--- src/mmtb_pkg.sv ---
// Shared types and constants for the transposed-B matrix multiply block.
// Holds the request/response payload structs, operation codes, CSR indexes
// and the control word that travels down the multiply-accumulate pipeline.
`default_nettype none

package mmtb_pkg;

   localparam int ELEM_FIELD_BITS = 16;
   localparam int RES_BITS        = 40;
   localparam int IDX_FIELD_BITS  = 6;
   localparam int CSR_IDX_BITS    = 2;
   localparam int CSR_DATA_BITS   = 7;
   localparam int BIAS_SHIFT      = 8;

   typedef enum logic [1:0] {
      OP_LOAD_A    = 2'd0,
      OP_LOAD_B    = 2'd1,
      OP_LOAD_BIAS = 2'd2,
      OP_COMPUTE   = 2'd3
   } mmtb_op_type;

   localparam logic [CSR_IDX_BITS-1:0] CSR_ROWS_M      = 2'd0;
   localparam logic [CSR_IDX_BITS-1:0] CSR_COLS_N      = 2'd1;
   localparam logic [CSR_IDX_BITS-1:0] CSR_DEPTH_K     = 2'd2;
   localparam logic [CSR_IDX_BITS-1:0] CSR_BIAS_ENABLE = 2'd3;

   typedef struct packed {
      logic [1:0]                       operation;
      logic [IDX_FIELD_BITS-1:0]        row_index;
      logic [IDX_FIELD_BITS-1:0]        col_index;
      logic signed [ELEM_FIELD_BITS-1:0] element_value;
   } mmtb_req_type;

   typedef struct packed {
      logic signed [RES_BITS-1:0]  result_value;
      logic [IDX_FIELD_BITS-1:0]   result_col;
      logic                        last_in_row;
   } mmtb_rsp_type;

   // One step of the inner loop as it moves through the pipeline
   typedef struct packed {
      logic                      valid;
      logic                      first;
      logic                      last_k;
      logic                      last_col;
      logic [IDX_FIELD_BITS-1:0] col;
   } mmtb_pipe_type;

endpackage

`default_nettype wire

--- src/mmtb_mac.sv ---
// Shared multiply-accumulate unit: one registered product, one 40-bit adder.
// The bias is folded in on the first depth step. Uses mmtb_pkg types.
`default_nettype none

module mmtb_mac #(
   parameter int EW = 16
) (
   input  wire logic                    clock,
   input  wire logic                    reset,
   input  wire logic signed [EW-1:0]    a_data,
   input  wire logic signed [EW-1:0]    b_data,
   input  wire logic signed [EW-1:0]    bias_data,
   input  wire logic                    bias_enable,
   input  wire mmtb_pkg::mmtb_pipe_type step_in,
   output logic                         rsp_strobe,
   output mmtb_pkg::mmtb_rsp_type       rsp_data,
   output logic                         busy
);

   localparam int RB = mmtb_pkg::RES_BITS;
   localparam int PB = 2 * EW;

   logic signed [PB-1:0]                  prod_ff;
   logic signed [RB-1:0]                  bias_term_ff, bias_term_in;
   logic signed [RB-1:0]                  prod_ext;
   logic signed [RB-1:0]                  acc_ff, acc_in;
   mmtb_pkg::mmtb_pipe_type               step_ff;
   logic                                  strobe_ff;
   logic [mmtb_pkg::IDX_FIELD_BITS-1:0]   col_ff;
   logic                                  last_ff;

   always_comb begin
      if (bias_enable) begin
         bias_term_in = {{(RB-EW){bias_data[EW-1]}}, bias_data} <<< mmtb_pkg::BIAS_SHIFT;
      end else begin
         bias_term_in = '0;
      end
   end

   assign prod_ext = {{(RB-PB){prod_ff[PB-1]}}, prod_ff};
   assign acc_in   = (step_ff.first ? bias_term_ff : acc_ff) + prod_ext;

   always_ff @(posedge clock) begin
      prod_ff      <= a_data * b_data;
      bias_term_ff <= bias_term_in;
      if (step_ff.valid) begin
         acc_ff <= acc_in;
      end
      if (step_ff.valid && step_ff.last_k) begin
         col_ff  <= step_ff.col;
         last_ff <= step_ff.last_col;
      end
   end

   always_ff @(posedge clock) begin
      if (reset) begin
         step_ff   <= '0;
         strobe_ff <= 1'b0;
      end else begin
         step_ff   <= step_in;
         strobe_ff <= step_ff.valid & step_ff.last_k;
      end
   end

   always_comb begin
      rsp_data.result_value = acc_ff;
      rsp_data.result_col   = col_ff;
      rsp_data.last_in_row  = last_ff;
   end

   assign rsp_strobe = strobe_ff;
   assign busy       = step_ff.valid;

endmodule

`default_nettype wire

--- config.mk ---
export PLATFORM = sky130hd
export DESIGN_NAME = mmtb_mac
export DESIGN_NICKNAME = d
export VERILOG_FILES = /design/src/mmtb_pkg.sv /design/src/mmtb_mac.sv
export SDC_FILE = /design/constraint.sdc
export NUM_CORES = 1
export LEC_CHECK = 0
export ABC_AREA = 0
export ABC_CLOCK_PERIOD_IN_PS = 6850
export BUFFER_PORTS_ARGS = -buffer_cell sky130_fd_sc_hd__buf_4
export CAP_MARGIN = 20
export CORE_MARGIN = 2
export CORE_UTILIZATION = 38
export CTS_BUF_LIST = sky130_fd_sc_hd__clkbuf_4 sky130_fd_sc_hd__clkbuf_8
export DETAILED_ROUTE_END_ITERATION = 6
export GPL_ROUTABILITY_DRIVEN = 1
export PLACE_DENSITY_LB_ADDON = 0.15
export SYNTH_ARGS = -nofsm -noshare
export SYNTH_HDL_FRONTEND = slang
export SYNTH_SLANG_ARGS = --single-unit
--- constraint.sdc ---
create_clock -name clock -period 6.85 [get_ports clock]
set_clock_uncertainty 0.1 [all_clocks]
set_input_delay 0.3425 -clock clock [delete_from_list [all_inputs] [get_ports clock]]
set_output_delay 0.3425 -clock clock [all_outputs]
set_load 0.02 [all_outputs]
# After elaboration in Yosys (flattened, before gate mapping)
# Index checks and enable logic that the tools add are counted.
# Widths: inputs -> output; s select.
[totals] register_bits=114 latch_bits=0 ramBits=0 romBits=0 out_inout_bits=49 mem_count=0
[op_classes] add_sub_neg=1 mul=1 div=0 magnitude_cmp=0 n_eq_ne=0 n_shift=0 mux=1 bitwise=1 reduce_logical=1
[ops] cell="$add 40x32->40" count=1
[ops] cell="$mux 40" count=1
[ops] cell="$mul 16x16->32" count=1
[ops] cell="$and 1x1->1" count=1
[ops] cell="$logic_and 1x1->1" count=1

# Depth between registers and ports, before layout
[depth] ltp_word=2 depth_mapped=23 depth_no_buf=21

# Worst setup path before layout
# No wires, ideal clock.
[synth_timing] path_type="input port to flip-flop" startpoint="input b_data[1]" endpoint="register prod_ff[31]" setup_time_ns=0.128 t_arrival_ns=5.737 setup_slack_ns=0.885 stages=21 path_buffers=2 path_cell_list="clkbuf_1 > nand2_1 > inv_1 > fa_1 > fa_1 > fa_1 > fa_1 > fa_1 > inv_1 > fa_1 > inv_1 > ha_1 > clkbuf_1 > a2111oi_0 > o21ai_0 > o21ai_0 > o221ai_1 > o311ai_1 > a31oi_1 > mux2i_1 > nand4_1"
[synth_between] elab_chain_cells=1
[synth_rtl] item="start, declared" line_no="mmtb_mac.sv:11" source="input wire logic signed [EW-1:0] b_data,"
[synth_rtl] item="$mul 16x16->32" line_no="mmtb_mac.sv:44" source="prod_ff <= a_data * b_data;"
[synth_rtl] item="end signal, assigned" line_no="mmtb_mac.sv:44"
[synth_rtl] item="end, declared" line_no="mmtb_mac.sv:23" source="logic signed [PB-1:0] prod_ff;"
# No other way between the ends.
# A chain may end at the register's enable or synchronous reset.

# Worst setup path in the final report
# Ends and elaborated chain as after synthesis.

==> out/qor.yml <==
status:
  outcome: "finished clean"
logic_synthesis:
  ys_warn_count: 0
  synthFlopType: "dfxtp_1"
  yosysTopAreaCell: "fa_1"
  avgSynthCellArea_sq_um: 9.49
  ys_seq_area_share_pct: 17.1
  ys_seq_elements: 106
  synth-edff-count: 47
  synth_top_area_share_pct: 34.7
  async_flop_share_pct: 0
  synth_fp_nets: 2044
  synth_cell_types: 61
  syn_area_sq_mm: 0.0152
  synth_area_leaders: "fa_1 (35%), ha_1 (10%), edfxtp_1 (9.3%)"
  netlist_instances: 1599
clocking:
  clkTransAtPathRegs_ps: 110
  clock_latency_ps: 400
  cts_hold_buf: 0
  postCtsSetupRepairBufs: 0
  ctsRootBufferMaster: "clkbuf_8"
  cts_tree: "yes"
  ctsHtreeMaxLevel: 3
  clk_path_buf_depth: 2
  cts_inserted_buffers: 9
  postCtsResizedCells: 0
  clkSinkCount: 106
placement:
  numPortBuffers: 109
  gp_congestion: 0.892
  dp_hpwl_microns: 29700
timing:
  finalCriticalPeriod_ps: 5970
  slew_headroom_pct: 49.1
  fin_tns_setup_ps: 0
  period_share_pct: 87.2
  rsz0062_at_grt: "false"
  hold_viol: 0
  setup_violations: 0
  tightest_slew_ps: 745
  finalMaxSlewViolations: 0
  fmax_mhz: 167
final_layout:
  nFillCells: 3908
  final_common_cell: "inv_1"
  syn2layout_area_growth_pct: 9.96
  final_cell_mix: "inv_1 (321), fa_1 (263), nand2_1 (150)"
  diodes: 0
  fin_nets: 2117
  drive_gt1_share_pct: 9.42
critical_path:
  slowest_delay_ps: 740
  worstPathRequired_ps: 7050
  end_kind: "flip-flop"
  critPathKind: "in -> reg"
  cp_slowest_cell: "fa_1"
  worst-path-max-fanout: 16
  arrival_ps: 6170
  path_delay_family: "adder cells"
  cpMostUsedCell: "fa_1"
  crit_buf_inv: 4
  path_cells: "buf_4 > nand2_1 > inv_1 > fa_1 > fa_1 > fa_1 > fa_1 > fa_1 > inv_1 > fa_1 > inv_1 > ha_1 > a2111oi_0 > o21ai_0 > o21ai_0 > o221ai_1 > o311ai_1 > a31oi_1 > mux2i_1 > nand4_1"
  critPathLaunchType: "primary input"
min_path:
  hp-class: "in -> reg"
floorplanning:
  core-area_sq_mm: 0.0395
  start_util_pct: 38.4
  die-area_sq_mm: 0.0416
  die_h_microns: 204
  io_pins: 110
  row_count: 73
  die_w_microns: 204
routing:
  wirelength_microns: 35700
  drtIter0Drc: 460
  vias_per_cell: 4.75
  drt_first_pass_iters: 7
  num_vias: 10500
  ant_nets: 0
  drcViolationCount: 0
  wl_per_cell_microns: 16.2
grt:
  first_global_vias: 11100
  overflow: 0
  grt_pass1_wl_microns: 59500
  gr-usage-all-layers_pct: 18.1
  grt_max_degree: 34
  antenna_found_initial: 0
job:
  maxCapViolCount: 0
flip-flops by register name, summed over array words and instances (netlist names):
name          cells
busy              1
prod_ff          32
bias_term_ff     16
rsp_strobe        1
col_ff            6
step_ff           9
last_ff           1
acc_ff           40
synthesized netlist by cell type (3+ instances only):
cell       count
o21ai_0       51
or4_1          4
a21boi_0       5
a31oi_1        7
or3_1          3
inv_1        321
nand3_1       19
nor2_1        44
nor3_1         7
nand4_1       12
and2_1       144
clkbuf_1      43
edfxtp_1      47
a2111oi_0      3
o2111ai_1      3
fa_1         263
xnor2_1       42
xor2_1        19
and3_1         6
a211oi_1      12
o21a_1         7
buf_1          3
a21o_1        32
nand2_1      150
nor2b_1       24
a211o_1        3
nand2b_1      14
dfxtp_1       59
o211ai_1       9
mux2_2        16
a21oi_1       58
o21ai_1        5
ha_1         121
o21bai_1       8
metrics by stage:
stage / area (sq um) / worst slack, ps / util [%] / instances / hold WS [ps]
5_1_grt: 16700 / 570 / 42.2 / 2202 / 6.53
2_1_floorplan: 15200 / 885 / - / 1599 / 286
6_report: 16700 / 878 / 42.2 / 2202 / 41.9
3_5_place_dp: 16500 / 445 / 41.7 / 2186 / 289
4_1_cts: 16700 / 900 / 42.2 / 2202 / 10.8
3_3_place_gp: 16500 / 497 / 41.7 / 2186 / 287
logic make-up (layout without fill, tap and decap cells):
kind of cell,after synthesis,after routing,share of synthesized area [%]
DFF,106,106,17.1
AOI/OAI and AO/OA,221,221,9.36
adders and majority gates,384,384,44.7
muxes,18,18,1.32
and+or+nand+nor,437,437,14.7
xor gates and xnor gates,61,61,3.52
buffers and inverters,372,450,9.34
cell type report:
cell class              instances  area, sq um  area share, %
well taps                     525          657           3.93
flip-flops and latches        106         2590           15.5
clock inverters                 7         95.1          0.570
multi-input cells            1121        11200           66.9
repair buffers                113          848           5.08
inverters                     321         1200           7.22
clock buffers                   9          124          0.742
final timing paths:
check	startpoint	endpoint	slack, ps	depth (start not counted)
hold / removal	bias_data[2]	bias_term_ff[10]	40	2
hold reg to reg	step_ff[3]	col_ff[3]	320	0
setup / recovery	b_data[1]	prod_ff[31]	880	20
setup reg to reg	step_ff[8]	acc_ff[39]	2740	11
routing by layer:
metal	wire length, microns	up-vias	track usage, %	share of wire, %
met1	18800	5070	27.4	53
met2	14600	218	26.8	41
met4	404	0	3.36	1.1
met3	1840	19	3.44	5.2
met5	0	-	0	0
li1	-	5162	-	-
Power is left out: the tool's default activity adds up to more than one toggle a clock period on the data nets, which glitch-free logic cannot reach.
