**src/mmtb_pkg.sv**
```systemverilog
// Shared types and constants for the transposed-B matrix multiply block.
// Holds the request/response payload structs, operation codes, CSR indexes
// and the control word that travels down the multiply-accumulate pipeline.
`default_nettype none

package mmtb_pkg;

   localparam int ELEM_FIELD_BITS = 16;
   localparam int RES_BITS        = 40;
   localparam int IDX_FIELD_BITS  = 6;
   localparam int CSR_IDX_BITS    = 2;
   localparam int CSR_DATA_BITS   = 7;
   localparam int BIAS_SHIFT      = 8;

   typedef enum logic [1:0] {
      OP_LOAD_A    = 2'd0,
      OP_LOAD_B    = 2'd1,
      OP_LOAD_BIAS = 2'd2,
      OP_COMPUTE   = 2'd3
   } mmtb_op_type;

   localparam logic [CSR_IDX_BITS-1:0] CSR_ROWS_M      = 2'd0;
   localparam logic [CSR_IDX_BITS-1:0] CSR_COLS_N      = 2'd1;
   localparam logic [CSR_IDX_BITS-1:0] CSR_DEPTH_K     = 2'd2;
   localparam logic [CSR_IDX_BITS-1:0] CSR_BIAS_ENABLE = 2'd3;

   typedef struct packed {
      logic [1:0]                       operation;
      logic [IDX_FIELD_BITS-1:0]        row_index;
      logic [IDX_FIELD_BITS-1:0]        col_index;
      logic signed [ELEM_FIELD_BITS-1:0] element_value;
   } mmtb_req_type;

   typedef struct packed {
      logic signed [RES_BITS-1:0]  result_value;
      logic [IDX_FIELD_BITS-1:0]   result_col;
      logic                        last_in_row;
   } mmtb_rsp_type;

   // One step of the inner loop as it moves through the pipeline
   typedef struct packed {
      logic                      valid;
      logic                      first;
      logic                      last_k;
      logic                      last_col;
      logic [IDX_FIELD_BITS-1:0] col;
   } mmtb_pipe_type;

endpackage

`default_nettype wire

```
**src/mmtb_seq.sv**
```systemverilog
// Loop sequencer: walks column n and depth k for one result row and issues
// one multiply-accumulate step per cycle. Uses mmtb_pkg for the step word.
`default_nettype none

module mmtb_seq #(
   parameter int MAX_DIM = 64
) (
   input  wire logic                           clock,
   input  wire logic                           reset,
   input  wire logic                           launch,
   input  wire logic [$clog2(MAX_DIM)-1:0]     row_sel,
   input  wire logic [$clog2(MAX_DIM+1)-1:0]   n_cnt,
   input  wire logic [$clog2(MAX_DIM+1)-1:0]   k_cnt,
   output logic [$clog2(MAX_DIM)-1:0]          row_idx,
   output logic [$clog2(MAX_DIM)-1:0]          col_idx,
   output logic [$clog2(MAX_DIM)-1:0]          dep_idx,
   output mmtb_pkg::mmtb_pipe_type             step_out,
   output logic                                busy
);

   localparam int IW = $clog2(MAX_DIM);
   localparam int DW = $clog2(MAX_DIM + 1);

   typedef enum logic [1:0] {
      SEQ_IDLE = 2'b01,
      SEQ_RUN  = 2'b10
   } seq_state_type;

   seq_state_type           state_ff, state_in;
   logic [IW-1:0]           n_ff, n_in;
   logic [IW-1:0]           k_ff, k_in;
   logic [IW-1:0]           row_ff;
   mmtb_pkg::mmtb_pipe_type step_in, step_ff;
   logic                    k_last, n_last, issue;

   assign k_last = (DW'(k_ff) == (k_cnt - DW'(1)));
   assign n_last = (DW'(n_ff) == (n_cnt - DW'(1)));
   assign issue  = (state_ff == SEQ_RUN);

   always_comb begin
      state_in = state_ff;
      n_in     = n_ff;
      k_in     = k_ff;
      unique case (state_ff)
         SEQ_IDLE: begin
            if (launch) begin
               state_in = SEQ_RUN;
               n_in     = '0;
               k_in     = '0;
            end
         end
         SEQ_RUN: begin
            if (k_last) begin
               k_in = '0;
               if (n_last) begin
                  state_in = SEQ_IDLE;
               end else begin
                  n_in = n_ff + IW'(1);
               end
            end else begin
               k_in = k_ff + IW'(1);
            end
         end
         default: begin
            state_in = SEQ_IDLE;
         end
      endcase
   end

   always_comb begin
      step_in.valid    = issue;
      step_in.first    = (k_ff == '0);
      step_in.last_k   = k_last;
      step_in.last_col = n_last;
      step_in.col      = mmtb_pkg::IDX_FIELD_BITS'(n_ff);
   end

   always_ff @(posedge clock) begin
      if (reset) begin
         state_ff <= SEQ_IDLE;
         n_ff     <= '0;
         k_ff     <= '0;
         step_ff  <= '0;
      end else begin
         state_ff <= state_in;
         n_ff     <= n_in;
         k_ff     <= k_in;
         step_ff  <= step_in;
      end
   end

   // Hold the row for the whole request
   always_ff @(posedge clock) begin
      if (launch) begin
         row_ff <= row_sel;
      end
   end

   assign row_idx  = row_ff;
   assign col_idx  = n_ff;
   assign dep_idx  = k_ff;
   assign step_out = step_ff;
   assign busy     = issue | step_ff.valid;

endmodule

`default_nettype wire

```
**config.mk**
```make
export PLATFORM = sky130hd
export DESIGN_NAME = mmtb_seq
export DESIGN_NICKNAME = d
export VERILOG_FILES = /design/src/mmtb_pkg.sv /design/src/mmtb_seq.sv
export SDC_FILE = /design/constraint.sdc
export NUM_CORES = 1
export LEC_CHECK = 0
export BUFFER_PORTS_ARGS = -buffer_cell sky130_fd_sc_hd__buf_2
export CORE_MARGIN = 10
export CORE_UTILIZATION = 58
export CTS_BUF_LIST = sky130_fd_sc_hd__clkbuf_2 sky130_fd_sc_hd__clkbuf_4 sky130_fd_sc_hd__clkbuf_8
export CTS_CLUSTER_SIZE = 40
export DETAILED_ROUTE_END_ITERATION = 8
export GPL_ROUTABILITY_DRIVEN = 0
export PLACE_DENSITY = 0.88
export SETUP_SLACK_MARGIN = 0.02
export SYNTH_ARGS = -nofsm -noshare
export SYNTH_HDL_FRONTEND = slang
export SYNTH_SLANG_ARGS = --single-unit
```
**constraint.sdc**
```tcl
create_clock -name clock -period 5.3 [get_ports clock]
set_clock_uncertainty 0.1 [all_clocks]
set_input_delay 0.795 -clock clock [delete_from_list [all_inputs] [get_ports clock]]
set_output_delay 0.795 -clock clock [all_outputs]
set_load 0.05 [all_outputs]
```
# Word-level counts from Yosys, hierarchy flattened
# Index checks and enable logic that the tools add are counted.
dict set report totals {
  elab_cells 37
  input_bits 23
  ff_bits 30
  latchBits 0
  ramBits 0
  memories 0
  mem_bits_ro 0
  output_inout_bits 29
}
dict set report op_classes {
  div_mod_pow 0
  multipliers 0
  n_lt_le_gt_ge 0
  mux 10
  reduce_logical 5
  add_sub_neg 4
  eq_ne 8
  n_bitwise 1
  shift 0
}
# op count
set op_table {}
lappend op_table {{$mux 6} 4}
lappend op_table {{$pmux 6 s2} 2}
lappend op_table {{$eq 6x7->1} 2}
lappend op_table {{$sub 7x1->7 const B} 2}
lappend op_table {{$add 6x1->6 const B} 2}
lappend op_table {{$ne 2x2->1 const B} 4}
lappend op_table {{$logic_not 6->1} 1}
lappend op_table {{$mux 2} 3}
lappend op_table {{$pmux 2 s2} 1}
lappend op_table {{$reduce_and 4->1} 1}
lappend op_table {{$reduce_and 3->1} 1}
lappend op_table {{$eq 2x1->1 const B} 1}
lappend op_table {{$eq 2x2->1 const B} 1}
lappend op_table {{$reduce_and 2->1} 1}
lappend op_table {{$reduce_bool 2->1} 1}
lappend op_table {{$or 1x1->1} 1}

# Logic depth before layout (Yosys ltp)
dict set report depth {
  word_depth 5
  ltp_mapped 11
  mapped_depth_nobuf 8
}

# Least setup slack after synthesis
# OpenSTA, ideal clock, no wires.
dict set report synth_timing {
  kind {input -> register}
  start {in k_cnt[0]}
  end {reg n_ff[2], in the netlist col_idx[2]}
  slack_ns 2.513
  arrival_ns 2.615
  t_required_ns 5.128
  stages 11
  setup_time_ns 0.072
  path_buffers 3
  cell_sequence {buf_6 > inv_1 > ha_1 > clkbuf_2 > xnor3_1 > nand3_1 > a31o_1 > or3_1 > buf_6 > nor4b_4 > mux2i_1}
}
dict set report synth_via {
  elab_chain_len 4
}
# item line_no
set synth_lines {}
lappend synth_lines {{from (decl)} mmtb_seq.sv:13} ;# input wire logic [$clog2(MAX_DIM+1)-1:0] k_cnt,
lappend synth_lines {{$sub 7x1->7} mmtb_seq.sv:36} ;# assign k_last = (DW'(k_ff) == (k_cnt - DW'(1)));
lappend synth_lines {{$eq 6x7->1} mmtb_seq.sv:36}
lappend synth_lines {{$ne 2x2->1 (no source line)} n/a}
lappend synth_lines {{$reduce_and 4->1 (no source line)} n/a}
lappend synth_lines {{to (signal assigned)} mmtb_seq.sv:86} ;# n_ff <= n_in;
lappend synth_lines {{to (decl)} mmtb_seq.sv:30} ;# logic [IW-1:0] n_ff, n_in;
# Every way passes these cells.
# A chain may end at the register's enable or synchronous reset.

# Worst setup path in the final report
dict set report layout_timing {
  start {in k_cnt[0]}
  end {reg k_ff[3], in the netlist dep_idx[3]}
}
dict set report layout_via {
  elab_chain_len 4
}
# item line_no
set layout_lines {}
lappend layout_lines {{$sub 7x1->7} mmtb_seq.sv:36}
lappend layout_lines {{$eq 6x7->1} mmtb_seq.sv:36}
lappend layout_lines {{$mux 6} mmtb_seq.sv:53} ;# if (k_last) begin
lappend layout_lines {{$pmux 6 s2} mmtb_seq.sv:44} ;# unique case (state_ff)
lappend layout_lines {{to (signal assigned)} mmtb_seq.sv:87} ;# k_ff <= k_in;
lappend layout_lines {{to (decl)} mmtb_seq.sv:31} ;# logic [IW-1:0] k_ff, k_in;
# Every way passes these cells.

==> Implementation_results.wiki <==
{| class="wikitable"
! Metric !! Value
|-
| Result of the run || complete, no violations
|-
| Fraction of layout cells with a size suffix above 1 || about a third
|-
| IR drop worst, VDD || 0.0983 mV
|-
| Library cell with the highest instance count after synthesis || sky130_fd_sc_hd__dfxtp_1
|-
| Unrepaired setup endpoints after global routing || false
|-
| Final std cells w/o fill || 264
|-
| Clock-pin slew on the worst setup and hold paths || roughly 0.090 ns
|-
| Setup violation total in the final timing report || 0
|-
| Reg area || 661 um^2
|-
| Pre-CTS setup slack || about 2.2 ns
|-
| Terminus of the critical flop-to-flop path || col_idx[5]
|-
| Startpoint types || primary input
|-
| Clk_lat worst skew || roughly 0.33 ns
|-
| Yosys synthesis warning count || 0
|-
| Net total in the final layout || approximately 260
|-
| Synthesized instance count || between 150 and 200
|-
| Global-route wire length before repair || between 6000 and 7000 um
|-
| Cells after DPL || between 200 and 300
|-
| Max-cap violations || 0
|-
| Max-slew violations || 0
|-
| Combinational group share of total power || between 15 and 20%
|-
| Average size of a mapped cell || 9.71 um^2
|-
| Mapped cell area || roughly 0.0018 mm^2
|-
| Detailed-router iteration count before antenna repair || 4
|-
| Number of distinct standard cells referenced by the synthesized netlist || 49
|-
| Post-cts resize count || 0
|-
| Switching power of the nets || about 0.14 mW
|-
| Final hold vios || 0
|-
| Sequential Power Share || 51.4%
|-
| Total global-route track usage || around 14%
|-
| Sequential share of the synthesized area || a little under two fifths
|-
| Flip-flop cell with the highest count after synthesis || sky130_fd_sc_hd__dfxtp_1
|-
| Max Clk Rate || 0.367 GHz
|-
| Final worst-path setup slack || 2.58 ns
|-
| Number of buffers inserted by port buffering || between 50 and 60
|-
| Via-per-instance ratio || around 5.5
|-
| Cell at the root of the clock tree || sky130_fd_sc_hd__clkbuf_4
|-
| Overflow left after global routing || 0
|-
| Routed via count || about 1500
|-
| WHS Path Cells || 2
|-
| Worst Max-Slew Pin Slew || 0.426 ns
|-
| Launch point of the worst hold path || col_idx[1]
|-
| # rows || 20
|-
| Hold slack || roughly 0.46 ns
|-
| Flip-flop and latch count after synthesis || 30
|-
| Cell types occupying the most area after synthesis || sky130_fd_sc_hd__dfxtp_1, sky130_fd_sc_hd__edfxtp_1, sky130_fd_sc_hd__xnor2_1, sky130_fd_sc_hd__xor2_1, sky130_fd_sc_hd__ha_1
|-
| Final Routed Wirelength || between 3000 and 4000 um
|-
| Number of antenna violations at the first check in global routing || 0
|-
| Die Height || between 70 and 80 um
|-
| Number of buffers inserted for hold repair after clock tree synthesis || 0
|-
| Type of destination of the critical path || flop
|-
| Mean routed wirelength per cell || 15.1 um
|-
| Fraction of registers with async set/reset || 0%
|-
| DRC violation total after the first TritonRoute iteration || between 50 and 60
|-
| Count of clock tree sinks || 30
|-
| Largest fanout of any net on the critical path || 8
|-
| Number of placed I/O pins || 52
|-
| Worst Hold End || col_idx[1]
|-
| Proportion of netlist area held by the largest area contributor || a little over a quarter
|-
| Starting density of the core || about 60%
|-
| Top cells by count, synth || sky130_fd_sc_hd__dfxtp_1, sky130_fd_sc_hd__nand2_1, sky130_fd_sc_hd__inv_1
|-
| Path depth of the worst reg2reg path || 6
|-
| P_int || approximately 0.33 mW
|-
| Normalized max-slew margin || a little under three quarters
|-
| Crit path required time || ~5.4 ns
|-
| Final Critical Period || roughly 2.7 ns
|-
| Synthesis-to-finish area growth || 15.2%
|-
| Largest net degree at the start of global routing || 16
|-
| Pleak || roughly 0.87 nW
|-
| Area of combinational cells with multiple inputs || about 990 um^2
|-
| Number of setup buffers added after CTS || 0
|-
| Proportion of power drawn by the clock network || between 30% and 40%
|-
| Arrival time at the worst endpoint || about 2.8 ns
|-
| Number of antenna cells inserted || 0
|-
| Number of buffers between clock root and the deepest sink || 2
|-
| Number of global-route vias before repair || ~1400
|-
| Switching share of power || 29.7%
|-
| Core area || roughly 0.003 mm^2
|-
| DR DRC count || 0
|-
| Chip Width || roughly 76 um
|-
| Setup slack of the worst register-to-register path || 2.96 ns
|-
| TritonCTS clock tree || done
|-
| Post-DP HPWL || 3160 um
|-
| Kind of critical path || primary input to flop
|-
| Reg-to-Reg Start || dep_idx[4]
|-
| Tightest Hold Check Type || flop to flop
|-
| CTS Buf Count || 5
|-
| Net Count, Synth || 212
|-
| Number of flops mapped to enable cells by yosys || 6
|-
| H-tree level count || 2
|-
| Ratio of final minimum period to clock period || roughly half
|-
| PwrDens || between 200 and 250 mW/mm^2
|-
| Total power draw || roughly 0.47 mW
|-
| Post-route antenna net violation count || 0
|-
| Layout fillers || 253
|-
| Setup total negative slack || 0 ns
|-
| Most area-hungry cell type in the Yosys netlist || sky130_fd_sc_hd__dfxtp_1
|-
| Total Die Area || 0.00570 mm^2
|}
[cells by family after synthesis]
family	count (synthesis)	synth area share, %
simple gates	79	28.3
xor+xnor	19	10.9
compound gates	21	9.45
mux	6	3.36
buf+inv	24	7.49
flops	30	37.0
fa+ha+maj	5	3.50
[metrics by stage]
stage	utilization, %	instance area (um^2)
2_1_floorplan	-	1790
3_3_place_gp	66.4	1990
3_5_place_dp	66.4	1990
4_1_cts	68.5	2060
5_1_grt	68.5	2060
6_report	68.5	2060
[flip-flops by register name, indices dropped and copies added, names as in the netlist]
name	count
step_out	10
col_idx	6
dep_idx	6
row_idx	6
state_ff	2
[power groups by stage]
stage	clock, mW	sequential (mW)	combinational (mW)
global route	0.157	0.244	0.0921
CTS	0.148	0.243	0.0849
global placement	0	0.248	0.0828
detailed placement	0	0.249	0.0846
finish	0.145	0.243	0.0843
floorplan	0	0.268	0.0401
[cells in the final DEF (no fill, tap or decap), types with 4 or more instances in the layout]
cell and count:
sky130_fd_sc_hd__nand2_1 16, sky130_fd_sc_hd__a211oi_1 4, sky130_fd_sc_hd__xor2_1 8, sky130_fd_sc_hd__edfxtp_1 6, sky130_fd_sc_hd__nand4_1 5, sky130_fd_sc_hd__or2_2 6, sky130_fd_sc_hd__inv_1 12, sky130_fd_sc_hd__buf_2 51
sky130_fd_sc_hd__xnor2_1 9, sky130_fd_sc_hd__nor3_1 8, sky130_fd_sc_hd__mux2i_1 6, sky130_fd_sc_hd__dfxtp_1 24, sky130_fd_sc_hd__ha_1 5, sky130_fd_sc_hd__nor2_1 10, sky130_fd_sc_hd__nor2b_1 8, sky130_fd_sc_hd__clkbuf_4 5
[final cells by class]
type / instances / share of cell area, %
Clock buffer: 6 / 2.49
Multi-Input combinational cell: 130 / 48.2
Clock inverter: 2 / 0.608
Tap cell: 33 / 2.01
Sequential cell: 30 / 32.1
Inverter: 12 / 2.19
Timing Repair Buffer: 51 / 12.4
[how the worst max path moves through the flow]
stage,start,slack [ns],to,depth (start not counted)
2_1_floorplan,k_cnt[0],2.51,col_idx[2],11
6_report,k_cnt[0],2.58,dep_idx[3],9
3_3_place_gp,k_cnt[0],2.29,col_idx[1],9
5_1_grt,k_cnt[0],2.38,col_idx[2],9
4_1_cts,k_cnt[0],2.57,col_idx[0],9
3_5_place_dp,k_cnt[0],2.22,col_idx[0],9
[worst max-delay path, stage by stage]
cell and delay [ns]:
sky130_fd_sc_hd__buf_2 0.15, sky130_fd_sc_hd__inv_1 0.06, sky130_fd_sc_hd__ha_1 0.27, sky130_fd_sc_hd__xnor3_1 0.33
sky130_fd_sc_hd__nand3_1 0.09, sky130_fd_sc_hd__a31o_1 0.21, sky130_fd_sc_hd__or3_1 0.50, sky130_fd_sc_hd__nor2_1 0.35
sky130_fd_sc_hd__nor3_1 0.09
[per-layer routing]
layer  GRT usage [%]  up-vias  share of wire (%)  routed length (um)
met5               0        -                  0                   0
met4            9.07        0                3.2                 128
met3            4.95       13                6.6                 264
met2            24.8       48                 50                1990
met1            14.7      663                 40                1620
li1                -      733                  -                   -
(Power assumes the default switching activity.)
